### src/rtl/stli_ram.sv
// Generic single-port-write, single-read RAM with registered read data.
// Standalone; no package dependency.
module stli_ram #(
  parameter int WIDTH = 32,
  parameter int DEPTH = 32,
  localparam int AW = (DEPTH > 1) ? $clog2(DEPTH) : 1
) (
  input  logic             clk,
  input  logic             we,
  input  logic [AW-1:0]    waddr,
  input  logic [WIDTH-1:0] wdata,
  input  logic [AW-1:0]    raddr,
  output logic [WIDTH-1:0] rdata
);
  logic [WIDTH-1:0] mem [DEPTH];
  always_ff @(posedge clk) begin
    if (we) mem[waddr] <= wdata;
    rdata <= mem[raddr];
  end
endmodule

### config.mk
export PLATFORM = sky130hd
export DESIGN_NAME = stli_ram
export DESIGN_NICKNAME = d
export VERILOG_FILES = /design/src/rtl/stli_ram.sv
export SDC_FILE = /design/constraint.sdc
export NUM_CORES = 1
export LEC_CHECK = 0
export BUFFER_PORTS_ARGS = -buffer_cell sky130_fd_sc_hd__buf_2
export CAP_MARGIN = 20
export CORE_ASPECT_RATIO = 1.5
export CORE_UTILIZATION = 53
export DETAILED_ROUTE_END_ITERATION = 6
export GPL_ROUTABILITY_DRIVEN = 0
export GPL_TIMING_DRIVEN = 0
export PLACE_DENSITY = 0.75
export SKIP_CTS_REPAIR_TIMING = 1
export SYNTH_ARGS = -nofsm -noshare
export SYNTH_HDL_FRONTEND = slang
export SYNTH_SLANG_ARGS = --single-unit
export TNS_END_PERCENT = 10
### constraint.sdc
create_clock -name clk -period 4.4 [get_ports clk]
set_input_delay 1.32 -clock clk [delete_from_list [all_inputs] [get_ports clk]]
set_output_delay 1.32 -clock clk [all_outputs]
set_load 0.1 [all_outputs]
Word level (Yosys, flattened, before mapping)
Memories as Yosys holds them, arrays and structs flattened. A register that Yosys moved wholly into a read port is not among the register bits.
Index checks and enable logic that the tools add are counted.
{"block": "totals", "word_cells": 3, "reg_bits": 0, "inputBits": 44, "mem_bits_rw": 1024, "latchBits": 0, "n_memories": 1, "romBits": 0}
{"block": "classes", "n_mul": 0, "eq_ne": 0, "mux": 2, "n_reduce_logical": 0, "addsub": 0, "magnitude_cmp": 0, "bitwise_logic": 0, "div_mod_pow": 0, "shift": 0}
{"name": "mem", "depth": 32, "width": 32, "read_ports": 1, "rd_ports_with_merged_regs": 1, "wr": 1, "line_no": "15", "text": "logic [WIDTH-1:0] mem [DEPTH];"}
{"operator": "2-to-1 mux 1 bit", "count": 2}

Longest topological paths before layout
{"block": "depth", "word_depth": 2, "depth_mapped": 8, "ltp_nobuf": 5}

Worst setup path before layout
OpenSTA, ideal clock, no wires.
{"block": "synth_path", "path_kind": "input-to-reg", "start": "input waddr[1]", "end": "memory mem[12][0], enable pin", "stages": 3, "path_buffers": 1, "arrival_ps": 3333, "setup_slack_ps": 646, "required_time_ps": 3979, "cell_sequence": "or3b_2 clkbuf_1 nor2_1"}
{"element": "from (decl)", "line_no": "10", "text": "input logic [AW-1:0] waddr,"}
{"element": "to (decl)", "line_no": "15"}
No word-level cell before the write port.

Worst setup path after layout
{"block": "layout_path", "start": "input waddr[1]", "end": "memory mem[8][19], enable pin"}
No word-level cell before the write port.

==> impl_results.md <==
- Warning count from the yosys run: 0
- Setup CP Type: in2reg
- Synth-to-layout area growth: 13.3%
- Drt drc: 0
- Slew Limit Fails: 0
- Count of final hold-check violations: 0
- Crit path launch type: input pin
- WP data required: ~4.7 ns
- P_int: around 16 mW
- Clk pwr share: 0.378
- Area contributors post-synth: edfxtp_1 (76%), mux2i_1 (13%), a22oi_1 (1.8%), dfxtp_1 (1.6%), a22o_1 (1.4%)
- Maximum clock rate: between 300 and 400 MHz
- Total Wirelength: approximately 96000 µm
- Final instance area: between 40000 and 50000 µm²
- Hold depth: 4
- Dpl ws: between 0.7 and 0.8 ns
- Final HPWL DP: between 60000 and 70000 µm
- CTS clk-pin slew, worst paths: approximately 0.070 ns
- Fin nets: 2500
- Clk Latency, worst-skew pair: between 0.6 and 0.7 ns
- TritonCTS clock tree: done
- Crit Path Max Fanout: 17
- Placed Area: 43000 µm²
- Drt wl/cell: around 27 µm
- Clock Sinks: 1056
- Clk root buf: clkbuf_16
- DRT iter0 DRCs: approximately 1900
- H-Tree Depth: 3
- Vias in the first global route: ~22000
- Mapped Area: 40500 µm²
- Tcrit/Tclk final: 0.695
- Switching share of power: 0.224
- First-pass GRT wire length: between 100000 and 150000 µm
- Max Cap Viol: 0
- Hold Worst Slack: about 0.63 ns
- Slew @ Worst Pin: ~1.1 ns
- Boundary Pins: 76
- Post-synth cell types: 25
- Fillers: between 5000 and 6000
- FF-to-FF setup slack: 2.77 ns
- Sequential power share: 0.553
- Routed Antenna Nets: 0
- Clk_skew: ~0.028 ns
- Vias per inst: 6.03
- Total gr overflow: 0
- Setup violations, final: 0
- Die Span Y: between 300 and 400 µm
- Power Total: slightly above 20 mW
- Peak supply drop: about 0.29 mV
- Deepest clock path buffer count: 3
- Mapped Nets: 2304
- Count of input and output buffers: 74
- Via count: roughly 21000
- CP endpoint kind: flop
- Worst Slack Setup Final: about 1.3 ns
- Syn_area_per_cell: 17.9 µm²
- Synthesized flop and latch total: 1056
- Layout cell share with drive strength beyond 1: 0.136
- Sequential-to-total area share from yosys stat: 0.775
- Die width: between 200 and 250 µm
- Largest net degree at the start of global routing: 33
- Core Region: roughly 75000 µm²
- Slew headroom: 0.240
- Synth Instances: 2260
- Cell Pwr Density: about 440 nW/µm²
- Hold Crit Class: reg2reg
- Initial antenna violation count: 6
- Drt pass-1 iters: 5
- Rows: approximately 120
- Starting density of the core: 0.538
- Logic gate share of total power: 0.069
- Leak pwr: ~16 nW
- Worst EP arrival: 3.40 ns
- DIE AREA: just under 80000 µm²
- Top cell type's share of synthesized area: 0.760
- Status: complete, no violations
- RSZ-0062 raised after global routing: no
- CTS buffer count: 88
- Worst Reg-to-Reg Cells: 5
- Net Switching: between 4 and 5 mW
- Period minus WS final: just over 3 ns
- Total Routing Usage GR: 0.251
- Synth area leader: edfxtp_1
-- state kept, by name, indices dropped and copies added, names as in the netlist --
register	cells
rdata	32
mem	1024
-- layout make-up --
type,instances,area (µm²),area share
antenna,1,2.50,0.0000546
buffer,127,753,0.0164
clock buffer,115,2430,0.0530
clock inverter,49,383,0.00835
multi-input combinational,1077,8580,0.187
sequential,1056,31400,0.684
tap,1000,1250,0.0273
timing repair buffer,106,1070,0.0234
-- power groups by stage --
stage / clock (mW) / sequential [mW] / combinational, mW
5_1_grt: 8.08 / 11.2 / 1.46
3_5_place_dp: 0 / 11.4 / 1.39
6_report: 7.68 / 11.2 / 1.40
4_1_cts: 7.73 / 11.2 / 1.40
3_3_place_gp: 0 / 11.4 / 1.33
2_1_floorplan: 0 / 11.7 / 0.578
-- cells in the mapped netlist, drive strengths merged --
library cell  number
nand2             98
clkbuf            48
dfxtp             32
or3b               3
nand3b             5
and2b              1
edfxtp          1024
and2               1
a31oi             32
or2                1
nand3             98
nor3              32
mux2i            512
a22oi             96
or3                1
a21oi             96
buf               79
nor2b              1
nand2b             2
a22o              64
nor2              34
-- per-stage QoR --
step	instances	utilization	TNS (ns)
detailed placement	3366	0.572	0
CTS	3530	0.609	0
finish	3531	0.609	0
global route	3530	0.609	0
floorplan	2260	-	0
global placement	3334	0.560	-567.89
-- metal layers --
metal,GRT usage,vias up,routed length [µm]
li1,-,9352,-
met1,0.284,10800,33300
met2,0.457,891,51700
met3,0.0386,275,6080
met4,0.121,10,4410
met5,0,-,59
-- placed cells by master (no fill, tap or decap), types with 2 or more instances in the layout --
| cell type | n |
|---|---|
| a22oi_1 | 96 |
| nor3_1 | 32 |
| nand3b_1 | 5 |
| clkinv_2 | 14 |
| mux2i_1 | 512 |
| clkbuf_1 | 66 |
| buf_16 | 8 |
| clkinv_4 | 4 |
| nand2_1 | 98 |
| buf_6 | 15 |
| nand2b_1 | 2 |
| dfxtp_1 | 32 |
| a21oi_1 | 96 |
| bufinv_16 | 5 |
| nor2_1 | 2 |
| buf_4 | 33 |
| nand3_1 | 98 |
| buf_2 | 100 |
| inv_6 | 3 |
| clkbuf_4 | 2 |
| nor2_4 | 32 |
| clkbuf_8 | 2 |
| clkbuf_16 | 93 |
| a31oi_1 | 32 |
| clkinv_1 | 19 |
| buf_12 | 24 |
| or3b_2 | 3 |
| clkinvlp_4 | 4 |
| buf_1 | 5 |
| edfxtp_1 | 1024 |
| a22o_1 | 64 |
-- critical path, stage by stage --
cell and delay [ns]:
buf_2 0.14, or3b_2 0.46, clkbuf_1 0.47, nor2_4 0.74
buf_16 0.25
-- cell families (layout without fill, tap and decap cells) --
group / Yosys count / count (layout) / share of synthesized area
buf+inv: 127 / 397 / 0.0186
flops: 1056 / 1056 / 0.775
mux: 512 / 512 / 0.127
compound gates: 288 / 288 / 0.0485
simple gates: 277 / 277 / 0.0310
other cells: 0 / 1 / 0
-- worst paths after layout --
kind                    from          to
setup / recovery    waddr[1]  mem[8][19]
hold / removal    mem[26][9]    rdata[9]
setup reg to reg  mem[7][13]   rdata[13]
hold reg to reg   mem[26][9]    rdata[9]
(Power assumes the default switching activity.)
