--- src/rtl/stli_pkg.sv ---
// Package for the sorted-table interpolator: request and status codes, FSM states.
// Used by the top level, the divider, the checker and the testbench; depends on nothing.
package stli_pkg;
  localparam logic [1:0] REQ_INSERT = 2'd0;
  localparam logic [1:0] REQ_CLEAR  = 2'd1;
  localparam logic [1:0] REQ_QUERY  = 2'd2;

  localparam logic [1:0] ST_OK     = 2'd0;
  localparam logic [1:0] ST_NONPOS = 2'd1;
  localparam logic [1:0] ST_EMPTY  = 2'd2;
  localparam logic [1:0] ST_FULL   = 2'd3;

  typedef enum logic [9:0] {
    S_IDLE   = 10'b0000000001,
    S_SRCH   = 10'b0000000010,
    S_SWAIT  = 10'b0000000100,
    S_DECIDE = 10'b0000001000,
    S_SHIFT  = 10'b0000010000,
    S_RDLO   = 10'b0000100000,
    S_RDWAIT = 10'b0001000000,
    S_MUL    = 10'b0010000000,
    S_DIV    = 10'b0100000000,
    S_OUT    = 10'b1000000000
  } state_t;

  typedef struct packed {
    logic        start;
    logic [63:0] num;
    logic [32:0] den;
  } div_req_t;
endpackage

--- src/rtl/stli_div.sv ---
// Restoring divider, one quotient bit per cycle, 64-bit dividend by 33-bit divisor.
// Depends on stli_pkg for the request struct.
module stli_div
  import stli_pkg::*;
(
  input  logic        clk,
  input  logic        rst_n,
  input  div_req_t    req,
  output logic        done,
  output logic [63:0] quot
);
  logic [63:0] q_r, q_nxt;
  logic [33:0] rem_r, rem_nxt;
  logic [32:0] den_r;
  logic [6:0]  cnt_r, cnt_nxt;
  logic        busy_r, busy_nxt;
  logic        done_r, done_nxt;
  logic [33:0] trial;

  always_comb begin
    q_nxt = q_r; rem_nxt = rem_r; cnt_nxt = cnt_r; busy_nxt = busy_r;
    done_nxt = 1'b0;
    trial = {rem_r[32:0], q_r[63]};
    if (req.start) begin
      q_nxt = req.num; rem_nxt = '0; cnt_nxt = 7'd64; busy_nxt = 1'b1;
    end else if (busy_r) begin
      if (trial >= {1'b0, den_r}) begin
        rem_nxt = trial - {1'b0, den_r};
        q_nxt = {q_r[62:0], 1'b1};
      end else begin
        rem_nxt = trial;
        q_nxt = {q_r[62:0], 1'b0};
      end
      cnt_nxt = cnt_r - 7'd1;
      // flag the quotient once the last bit has landed
      if (cnt_r == 7'd1) begin
        busy_nxt = 1'b0;
        done_nxt = 1'b1;
      end
    end
  end

  always_ff @(posedge clk) begin
    if (!rst_n) begin
      busy_r <= 1'b0; cnt_r <= '0; done_r <= 1'b0;
    end else begin
      busy_r <= busy_nxt; cnt_r <= cnt_nxt; done_r <= done_nxt;
    end
    q_r <= q_nxt; rem_r <= rem_nxt;
    if (req.start) den_r <= req.den;
  end

  assign done = done_r;
  assign quot = q_r;
endmodule

--- config.mk ---
export PLATFORM = sky130hd
export DESIGN_NAME = stli_div
export DESIGN_NICKNAME = d
export VERILOG_FILES = /design/src/rtl/stli_pkg.sv /design/src/rtl/stli_div.sv
export SDC_FILE = /design/constraint.sdc
export NUM_CORES = 1
export LEC_CHECK = 0
export BUFFER_PORTS_ARGS = -buffer_cell sky130_fd_sc_hd__buf_2
export CAP_MARGIN = 20
export CORE_MARGIN = 2
export CORE_UTILIZATION = 55
export DETAILED_ROUTE_END_ITERATION = 8
export GPL_ROUTABILITY_DRIVEN = 0
export PLACE_DENSITY = 0.81
export SLEW_MARGIN = 20
export SYNTH_ARGS = -nofsm -noshare
export SYNTH_HDL_FRONTEND = slang
export SYNTH_SLANG_ARGS = --single-unit
--- constraint.sdc ---
create_clock -name clk -period 8.9 [get_ports clk]
set_input_delay 0.445 -clock clk [delete_from_list [all_inputs] [get_ports clk]]
set_output_delay 0.445 -clock clk [all_outputs]
set_load 0.005 [all_outputs]
After elaboration in Yosys (flattened, before gate mapping)
Index checks and enable logic that the tools add are counted.
W data, S select, Z words.
- latch bits: 0
- RAM bits: 0
- bits in registers: 139
- word-level logic and storage cells: 26
- output and inout bits: 65
- ROM bits: 0
- memories kept: 0
- mux-type cells: 10
- multiply operators: 0
- reduce and logical (&&, ||, !) cells: 3
- bitwise operators: 2
- eq/ne operators: 1
- add/sub/neg operators: 2
- divide/modulo/power cells: 0
- shift operators: 0
- magnitude comparators: 1
- operators with widths (cell ; number):
    $mux W64 ; 2
    $ge A34 B33 Y1 ; 1
    $mux W33 ; 1
    $sub A33 B33 Y33 ; 1
    $mux W7 ; 2
    $eq A7 B1 Y1 const B ; 1
    $sub A7 B1 Y7 const B ; 1
    $mux W1 ; 5
    $reduce_or A3 Y1 ; 1
    $not A1 Y1 ; 2
    $reduce_bool A2 Y1 ; 1
    $reduce_or A2 Y1 ; 1

Logic depth before layout (Yosys ltp)
Gate-level depths: netlist of the first run.
- word-level depth: 4
- gate-level depth with buffers: 15
- gate-level depth less buffers: 13

Least setup slack after synthesis of the first run
OpenSTA, ideal clock, no wires.
- path type: reg-to-reg
- start point: register q_r[63], in the netlist quot[63]
- end point: register rem_r[28]
- arrival time: 2.752 ns
- buffers on the path: 0
- clock period less this slack: 2.878 ns
- setup time: 0.125 ns
- cell stages (with the launch flop): 14
- path slack: 6.022 ns
- required time: 8.775 ns
- path through: edfxtp_1 inv_1 ha_1 inv_1 fa_1 a21o_1 a221oi_2 o21bai_2 a211oi_1 o31a_1 o21ai_0 a21o_1 xnor2_1 o21ai_0
- cells in the longest elaborated chain, start to end: 2
- ends and longest elaborated chain (what ; line ; text):
    start: declaration ; stli_div.sv:12 ; logic [63:0] q_r, q_nxt;
    start signal: assignment ; stli_div.sv:49 ; q_r <= q_nxt; rem_r <= rem_nxt;
    $sub A33 B33 Y33 or $ge A34 B33 Y1 (tied branches) ; stli_div.sv:28, stli_div.sv:27 ;
    $mux W33 (*) ; stli_div.sv:27 ; if (trial >= {1'b0, den_r}) begin
    end signal: assignment ; stli_div.sv:49 ;
    end: declaration ; stli_div.sv:13 ; logic [33:0] rem_r, rem_nxt;
Every way passes the cells marked *; elsewhere a longest branch is shown, timed or not.
A chain may end at the register's enable or synchronous reset.

Final worst setup path of the first run
- start point: register q_r[63], in the netlist quot[63]
- end point: register rem_r[19]
Same word-level chain as after synthesis.

==> reports/results.ini, run 1 <==
[sta]
setup_viol=0
slew_headroom_pct=38.9
finalCritPeriodShare_pct=42.5
layout_setup_ws_ps=5120
worstMarginPinSlew_ps=913
rsz0062_at_grt=false
hold_viol_final=0
finalMaxSlewViolations=0
fin_skew_ps=7.11
fmax_mhz=265
finalSetupTns_ps=0
fin_crit_ps=3780
hold_slack_ps=194

[global_routing]
grt_use_total_pct=25.4
grt_pass1_vias=5998
grt_start_max_net_pins=72
grt-ovfl-total=0
grt_pass1_wl_um=28900
grt_antenna_before_repair=0

[clock_network]
cts_root_buffer=clkbuf_16
clock_path_buffers=2
cts_htree_levels=4
path_clk_slew_ps=60
clk_latency_ps=420
cts_sinks=139
cts_setup_buffers=0
ctsResizeCount=0
cts_tree=yes
postCtsHoldBufs=0
cts_buffers=17

[setup_path]
r2r_cells=13
reg2reg_from=quot[63]
max_stage_delay_ps=550
crit_family=compound AO/OA/AOI/OAI gates
cp_num_buf_inv=3
cp-start-kind=register
rrSetupSlack_ps=5120
reg2reg_to=rem_r[19]
cp_cell_sequence=inv_1, ha_1, inv_1, fa_1, a21o_1, a221oi_2, o21ba_1, a21oi_2, o21ai_1, a31o_1, inv_1, mux2i_1, a211oi_1
worst_path_most_repeated_cell=inv_1
cp.depth=13
required_ps=9220
endpoint=rem_r[19]
crit_path_max_fanout=17
worstSetupEndpointType=register
criticalPathCategory=reg2reg
critical_path.startpoint=quot[63]
cp_slowest_cell=a31o_1
worstPathArrival_ps=4100

[floorplan]
dieArea_um2=14500
io_pins=165
num_rows=42
die_h_um=120
start_util_pct=56.2
coreArea_um2=13200
fp.dieW_um=120

[synth]
yosysWarnings=0
synth-edff-count=97
ys.flop_type=edfxtp_1
syn_area_per_cell_um2=11.0
synth-seq-cells=139
synth_cell_types=61
synth_nets=813
async_reset_ff_share_pct=0
synth_area_leaders=edfxtp_1, dfxtp_1, mux2_2
synthCells=677
synth_top_cell_area_share_pct=39.1
ys_seq_area_share_pct=50.4
synthesis.area_um2=7450
synth_top_area_cell=edfxtp_1

[detailed_routing]
drcViolationCount=0
drt_iter0_drc=376
wl_per_cell_um=18.0
routed_wirelength_um=18400
first_pass_iters=5
via_per_inst=5.80
ant_nets=0
num_vias=5912

[layout]
syn_to_final_growth_pct=20.4
antennaDiodeCount=0
layout-drive-gt1-share_pct=33.1
nNetsFinal=966

[status]
status=finished, final reports clean

[flow_run]
max_cap_violations=0

[power_and_ir_drop]
p_int_mw=1.31
power.leakage_nw=3.85
switching_power_mw=0.489
clkPwrFrac_pct=39.9
power_frac_seq_pct=43.6
p_per_area_nw_per_um2=201
swShare_pct=27.1
p_comb_share_pct=16.5
peakVddDrop_v=0.000174

[placement]
place_worst_setup_slack_ps=5180
dp_hpwl_um=12900
port_buffers=164

[hold_path]
worstHoldPathType=in2reg
worstHoldPathCells=1

## routing by layer
metal | up-vias | track usage, % | part of all wire [%]
li1 | 2803 | - | -
met1 | 2829 | 30.2 | 40
met2 | 252 | 43.9 | 51
met3 | 28 | 7.50 | 7.3
met4 | 0 | 8.50 | 1.8
met5 | - | 0 | 0
## cell families after synthesis
kind of cell / after synthesis / synth area share, %
buffers and inverters: 83 / 4.60
xor gates and xnor gates: 33 / 3.88
and+or+nand+nor: 154 / 9.31
AOI/OAI and AO/OA: 162 / 15.2
adders and majority gates: 36 / 6.15
muxes: 70 / 10.5
DFF: 139 / 50.4
## power by group through the flow
stage,Sequential (mW),Clock [mW],Combinational (mW)
after CTS,0.787,0.730,0.294
final,0.787,0.720,0.297
after global placement,0.796,0,0.280
after floorplan,0.795,0,0.187
after global routing,0.792,0.753,0.323
after detailed placement,0.798,0,0.291
## registers in the layout (all words and copies together), names as in the netlist
signal  count
den_r      33
busy_r      1
done        1
rem_r      33
quot       64
cnt_r       7
## worst min path at each step
| stage | slack [ps] | to | startpoint |
|---|---|---|---|
| after floorplan | 450 | rem_r[20] | rem_r[20] |
| after global placement | 470 | rem_r[15] | rem_r[15] |
| after detailed placement | 490 | rem_r[15] | rem_r[15] |
| after CTS | 180 | den_r[8] | req[8] |
| after global routing | 180 | den_r[5] | req[5] |
| final | 190 | den_r[5] | req[5] |
## cells in the final DEF (no fill, tap or decap), types with 5 or more instances in the layout
cell,Yosys,routed
dfxtp_1,42,42
a32oi_1,9,9
nand3_1,14,14
o21ai_0,24,24
a211oi_2,8,8
nor2_1,63,62
nand2_1,37,37
xnor2_1,15,15
a21oi_1,53,53
buf_2,6,163
nor3_1,10,10
xor2_1,18,18
nand4_1,7,7
clkbuf_16,0,17
a21o_1,10,10
inv_1,49,48
o21a_1,5,5
o21bai_1,6,6
edfxtp_1,97,97
mux2i_1,7,7
ha_1,35,35
mux2_2,63,63
buf_4,0,5
a211oi_1,12,12
## stage by stage
stage	instance area, um2	power, mW	util [%]	instances
final	8970	1.80	67.7	1019
after CTS	8970	1.81	67.7	1019
after global routing	8970	1.87	67.7	1019
after global placement	8360	1.08	63.2	987
after detailed placement	8370	1.09	63.2	987
after floorplan	7450	0.982	-	677
## synth_stat cells (all sizes together) (3+ instances only)
master  count
a211oi     20
nand2b      4
o21a        5
nor3       10
a21oi      55
clkbuf     23
buf        11
inv        49
o21bai      7
nand4       7
o31ai       4
dfxtp      42
xnor2      15
nand3      14
o21ai      25
ha         35
mux2i       7
xor2       18
edfxtp     97
nor4        4
a21o       10
nor2       63
nand2      37
nor2b       3
a41o        3
mux2       63
a32oi       9
or3         3
o211ai      3
## final cells by class
class                           instances  area (um2)
Sequential cell                       139        3750
Inverter                               49         184
Multi-Input combinational cell        455        3350
Tap cell                              176         220
Timing Repair Buffer                  168         853
Clock buffer                           18         439
Fill cell                             979        4280
Clock inverter                         14         163
## worst reg2reg max path: stages, from the launching register on
cell      delay, ps
edfxtp_1        410
inv_1            80
ha_1            170
inv_1            60
fa_1            410
a21o_1          230
a221oi_2        420
o21ba_1         220
a21oi_2          60
o21ai_1         150
a31o_1          560
inv_1           460
mux2i_1         210
a211oi_1        250
No activity file was read; power rests on OpenSTA's default activity.
==> run 2, diff against run 1 <==
Settings changed: CORE_UTILIZATION 55 to 50, PLACE_DENSITY 0.81 to 0.77.
Clock period 8.9 ns to 3.41 ns, I/O delays scaled along.
==> run 2 against run 1 <==
Cell area is 3.5% higher. Sequential share of layout area is 1.4 points lower. Maximum frequency is 16% higher. Total power grew to 2.5 times the previous value. Via count is 2.7% lower. Largest power group unchanged. Highest routed layer unchanged.
==> reports/results.ini, run 2 (same netlist as run 1, synthesis figures left out) <==
[detailed_routing]
num_vias=5753  ; -2.7%
drcViolationCount=0  ; unchanged
via_per_inst=5.41  ; -6.7%
ant_nets=0  ; unchanged
wl_per_cell_um=16.5  ; -8.8%
first_pass_iters=4  ; -1
drt_iter0_drc=348  ; -7.4%
routed_wirelength_um=17500  ; -4.8%

[clock_network]
cts_setup_buffers=0  ; unchanged
path_clk_slew_ps=60  ; about the same
ctsResizeCount=0  ; unchanged
cts_tree=yes
cts_buffers=17  ; unchanged
cts_sinks=139  ; unchanged
cts_htree_levels=4  ; unchanged
clock_path_buffers=2  ; unchanged
postCtsHoldBufs=33  ; +33
cts_root_buffer=clkbuf_16
clk_latency_ps=430  ; about the same

[global_routing]
grt_pass1_wl_um=28500  ; -1.2%
grt_pass1_vias=5926  ; -1.2%
grt_use_total_pct=22.5  ; -2.8 points
grt_start_max_net_pins=54  ; -25%
grt_antenna_before_repair=0  ; unchanged
grt-ovfl-total=0  ; unchanged

[layout]
nNetsFinal=1002  ; +3.7%
syn_to_final_growth_pct=24.7
final_common_cell=buf_2
fin_util_pct=63.9  ; -3.8 points
final_cell_mix=buf_2, edfxtp_1, nor2_1, mux2_2, a21oi_1
largest_register_ffs=64  ; unchanged
antennaDiodeCount=0  ; unchanged
layout-drive-gt1-share_pct=31.9  ; -1.2 points

[setup_path]
rrSetupSlack_ps=170  ; -4960 ps
cp_num_buf_inv=2  ; -1
worstSetupEndpointType=register
r2r_cells=13  ; unchanged
critical_path.startpoint=quot[63]
reg2reg_from=quot[63]
crit_path_max_fanout=6  ; -11
required_ps=3750  ; -5470 ps
criticalPathCategory=reg2reg
cp_slowest_cell=a211oi_1
cp-start-kind=register
endpoint=rem_r[28]
reg2reg_to=rem_r[28]
cp.depth=13  ; unchanged
cp_cell_sequence=inv_1, ha_1, inv_1, fa_1, a21o_1, a221oi_2, o21bai_2, a211oi_1, o31a_1, o21ai_0, a21o_1, xnor2_1, o21ai_0
max_stage_delay_ps=430  ; -120 ps
crit_family=compound AO/OA/AOI/OAI gates
worstPathArrival_ps=3590  ; -510 ps

[floorplan]
die_h_um=126  ; +4.7%
io_pins=165  ; unchanged
dieArea_um2=15900  ; +9.7%
fp.dieW_um=126  ; +4.7%
num_rows=44  ; +4.8%
coreArea_um2=14500  ; +9.8%
start_util_pct=51.2  ; -5.0 points

[sta]
setup_viol=0  ; unchanged
worstMarginPinSlew_ps=986  ; +73.7 ps
fin_skew_ps=18.6  ; +11.5 ps
fmax_mhz=308  ; +16%
finalMaxSlewViolations=0  ; unchanged
hold_slack_ps=4.64  ; -190 ps
finalCritPeriodShare_pct=95.1  ; +53 points
finalSetupTns_ps=0  ; unchanged
hold_viol_final=0  ; unchanged
rsz0062_at_grt=false
slew_headroom_pct=34.0  ; -4.9 points
fin_crit_ps=3240  ; -535 ps

[power_and_ir_drop]
power.leakage_nw=3.98  ; +3.3%
peakVddDrop_v=0.000354  ; +100%
p_per_area_nw_per_um2=490  ; +140%
p_total_mw=4.55  ; +150%

[placement]
port_buffers=164  ; unchanged
dp_hpwl_um=12500  ; -3.6%

[hold_path]
worstHoldPathType=in2reg

[status]
status=finished, final reports clean

[flow_run]
max_cap_violations=0  ; unchanged

## run 2: cell types whose count changed in the layout (fill, tap and decap cells not counted), sizes merged
| cell | previous run | this run |
|---|---|---|
| clkinvlp | 1 | 2 |
| inv | 54 | 52 |
| bufinv | 2 | 0 |
| buf | 168 | 171 |
| clkbuf | 18 | 20 |
| clkinv | 6 | 7 |
| dlygate4sd3 | 0 | 33 |
## run 2: routing by layer
metal / track usage [%] / share of wire, % / up-vias
met5: 0 / 0 / -
met4: 7.30 / 1.5 / 0
met3: 8.03 / 7.1 / 18
met2: 37.7 / 49 / 168
met1: 27.1 / 42 / 2698
li1: - / - / 2869
## run 2: power breakdown
part	switching, mW	total [mW]	internal (mW)
clock	0.746	1.72	0.973
sequential	0.0758	2.05	1.97
combinational	0.416	0.784	0.368
total	1.24	4.55	3.31
## run 2: per-stage QoR
step	worst slack [ps]	cell area, um2	std cells
floorplan	532	7450	677
finish	166	9290	1063
CTS	239	9290	1063
global placement	319	8410	998
detailed placement	272	8410	998
global route	28.4	9290	1063
## run 2: worst min-delay path by stage
stage                     slack (ps)    start  cells past startpoint         to
final                              5    rst_n                      2   cnt_r[6]
after global routing              10    rst_n                      2   cnt_r[6]
after CTS                          6    rst_n                      2   cnt_r[6]
after detailed placement         350   req[8]                      1   den_r[8]
after global placement           350  req[32]                      1  den_r[32]
after floorplan                  270   req[0]                      0   den_r[0]
## run 2: final cells by class
class | count | area, um2
Sequential cell | 139 | 3750
Multi-Input combinational cell | 455 | 3350
Clock buffer | 20 | 457
Fill cell | 1197 | 5250
Timing Repair Buffer | 204 | 1220
Clock inverter | 12 | 90.1
Tap cell | 184 | 230
Inverter | 49 | 184
==> run 3, diff against run 2 <==
Settings changed: ABC_CLOCK_PERIOD_IN_PS set to 3410, REMOVE_ABC_BUFFERS set to 1.
==> run 3 against run 2 <==
Critical path depth stayed put. Clock power is 6% higher. Global-route usage is 0.35 points lower. Via count is 2.2% higher. Total power is 2.3% higher. Sequential cell count stayed put. Clock-buffer cell count stayed put. Routed wire length is 0.85% lower. Clock skew is 3.4 ps lower. Largest cell class unchanged.
==> reports/results.ini, run 3 (same netlist as run 1, synthesis figures left out) <==
[status]
status=finished, final reports clean

[sta]
fmax_mhz=319  ; +3.4%
slew_headroom_pct=47.3  ; +13 points
fin_skew_ps=15.2  ; -3.43 ps
finalCritPeriodShare_pct=92.0  ; -3.1 points
finalMaxSlewViolations=0  ; unchanged
hold_viol_final=0  ; unchanged
fin_crit_ps=3140  ; -105 ps
rsz0062_at_grt=false
setup_viol=0  ; unchanged
worstMarginPinSlew_ps=790  ; -196 ps
finalSetupTns_ps=0  ; unchanged
hold_slack_ps=38.7  ; +34.0 ps

[clock_network]
cts_buffers=17  ; unchanged
cts_root_buffer=clkbuf_16
clock_path_buffers=2  ; unchanged
clk_latency_ps=430  ; about the same
cts_sinks=139  ; unchanged
path_clk_slew_ps=60  ; about the same
cts_tree=yes
cts_setup_buffers=0  ; unchanged
cts_htree_levels=4  ; unchanged

[global_routing]
grt-ovfl-total=0  ; unchanged
grt_pass1_vias=5919  ; -0.12%
grt_start_max_net_pins=64  ; +19%
grt_antenna_before_repair=1  ; +1
grt_pass1_wl_um=28200  ; -1.3%
grt_use_total_pct=22.2  ; -0.35 points

[detailed_routing]
drcViolationCount=0  ; unchanged
wl_per_cell_um=16.2  ; -1.3%
route.met3.wl_um=1280  ; +3.0%
ant_nets=0  ; unchanged
drt_iter0_drc=337  ; -3.2%
via_per_inst=5.51  ; +1.7%
routed_wirelength_um=17400  ; -0.85%
first_pass_iters=5  ; +1
met2_length_um=8430  ; -2.1%
wl_met1_um=7320  ; -0.72%
num_vias=5881  ; +2.2%
dr.max_layer_used=met4

[setup_path]
max_stage_delay_ps=400  ; -30 ps
reg2reg_to=rem_r[21]
cp_num_buf_inv=3  ; +1
cp_slowest_cell=edfxtp_1
cp-start-kind=register
criticalPathCategory=reg2reg
crit_family=compound AO/OA/AOI/OAI gates
worst_path_most_repeated_cell=inv_1
cp_cell_sequence=inv_1, ha_1, inv_1, fa_1, a21o_1, a221oi_4, o21ba_1, a21oi_2, o21ai_1, a31o_1, inv_1, mux2i_1, a211oi_1
worstPathArrival_ps=3460  ; -130 ps
rrSetupSlack_ps=270  ; +110 ps
r2r_cells=13  ; unchanged
worstSetupEndpointType=register
crit_path_max_fanout=11  ; +5
required_ps=3730  ; -20 ps
reg2reg_from=quot[63]

[flow_run]
max_cap_violations=0  ; unchanged

[layout]
ff_latch_area_um2=3750  ; unchanged
fillerInstances=1191  ; -0.50%
final_cell_mix=buf_2, edfxtp_1, nor2_1, mux2_2, a21oi_1
syn_to_final_growth_pct=25.6
instances_no_fill=1068  ; +0.47%
multi_input_area_um2=3360  ; +0.34%
fin_area_um2=9350  ; +0.71%
nNetsFinal=1006  ; +0.40%
layout-drive-gt1-share_pct=31.9  ; +0.082 points
final_common_cell=buf_2
largest_register_ffs=64  ; unchanged
fin_util_pct=64.3  ; +0.46 points

[power_and_ir_drop]
power.leakage_nw=4.00  ; +0.57%
p_per_area_nw_per_um2=498  ; +1.6%
peakVddDrop_v=0.000437  ; +23%

[floorplan]
fp.dieW_um=126  ; unchanged
die_h_um=126  ; unchanged
io_pins=165  ; unchanged
dieArea_um2=15900  ; unchanged
num_rows=44  ; unchanged
coreArea_um2=14500  ; unchanged
start_util_pct=51.2  ; unchanged

[hold_path]
min_to=quot[0]
worstHoldPathCells=3  ; +1
hold_start=req[33]
worstHoldPathType=in2reg

[placement]
placed_cell_area_um2=8420  ; +0.12%
dp_hpwl_um=12200  ; -2.2%
port_buffers=164  ; unchanged
place_inst=1001  ; +0.30%

## run 3: cell count changes in the layout (fill, tap and decap cells not counted), sizes merged
cell         delta
dlygate4sd3     +1
inv             +1
buf             +3
clkinv          -4
clkinvlp        +1
diode           +1
bufinv          +2
## run 3: worst max path at each step
stage / start / endpoint / slack [ps] / cells after the start
after floorplan: quot[63] / rem_r[17] / -360 / 13
after global placement: quot[63] / rem_r[28] / 340 / 13
after detailed placement: quot[63] / rem_r[27] / 240 / 13
after CTS: quot[63] / rem_r[27] / 210 / 13
after global routing: quot[63] / rem_r[28] / 20 / 13
final: quot[63] / rem_r[21] / 270 / 13
## run 3: metrics by stage
step / total power [mW] / worst slack, ps
6_report: 4.66 / 272
5_1_grt: 4.87 / 19.1
4_1_cts: 4.69 / 211
3_5_place_dp: 2.83 / 236
3_3_place_gp: 2.82 / 342
2_1_floorplan: 2.54 / -360
## run 3: tightest hold or removal path: cells and delay by family
family / cells / cell delay, ps
AO/OA/AOI/OAI: 1 / 60
buffers and inverters: 1 / 80
AND/OR/NAND/NOR: 1 / 40
## run 3: where the power goes
group | switching [mW] | internal, mW
logic | 0.423 | 0.370
registers | 0.0732 | 1.97
clock network | 0.731 | 1.09
total | 1.23 | 3.43
## run 3: repair_timing
action | CTS | global route
hold endpoints to repair | 35 | 0
setup endpoints to repair | 0 | 10
hold buffers | 34 | 0
resized for setup | 0 | 1
## run 3: area by class of cell
cell class,count,share of cell area (%)
repair buffers,208,13.2
inverters,49,1.97
multi-input cells,455,36.0
well taps,184,2.46
clock buffers,20,4.67
flip-flops and latches,139,40.1
diodes,1,0.0268
clock inverters,12,1.53
## run 3: metal layers
metal  vias to the layer above  track usage, %
met5                         -               0
met4                         0            6.85
met3                        22            8.11
met2                       207            37.0
met1                      2771            26.8
li1                       2881               -
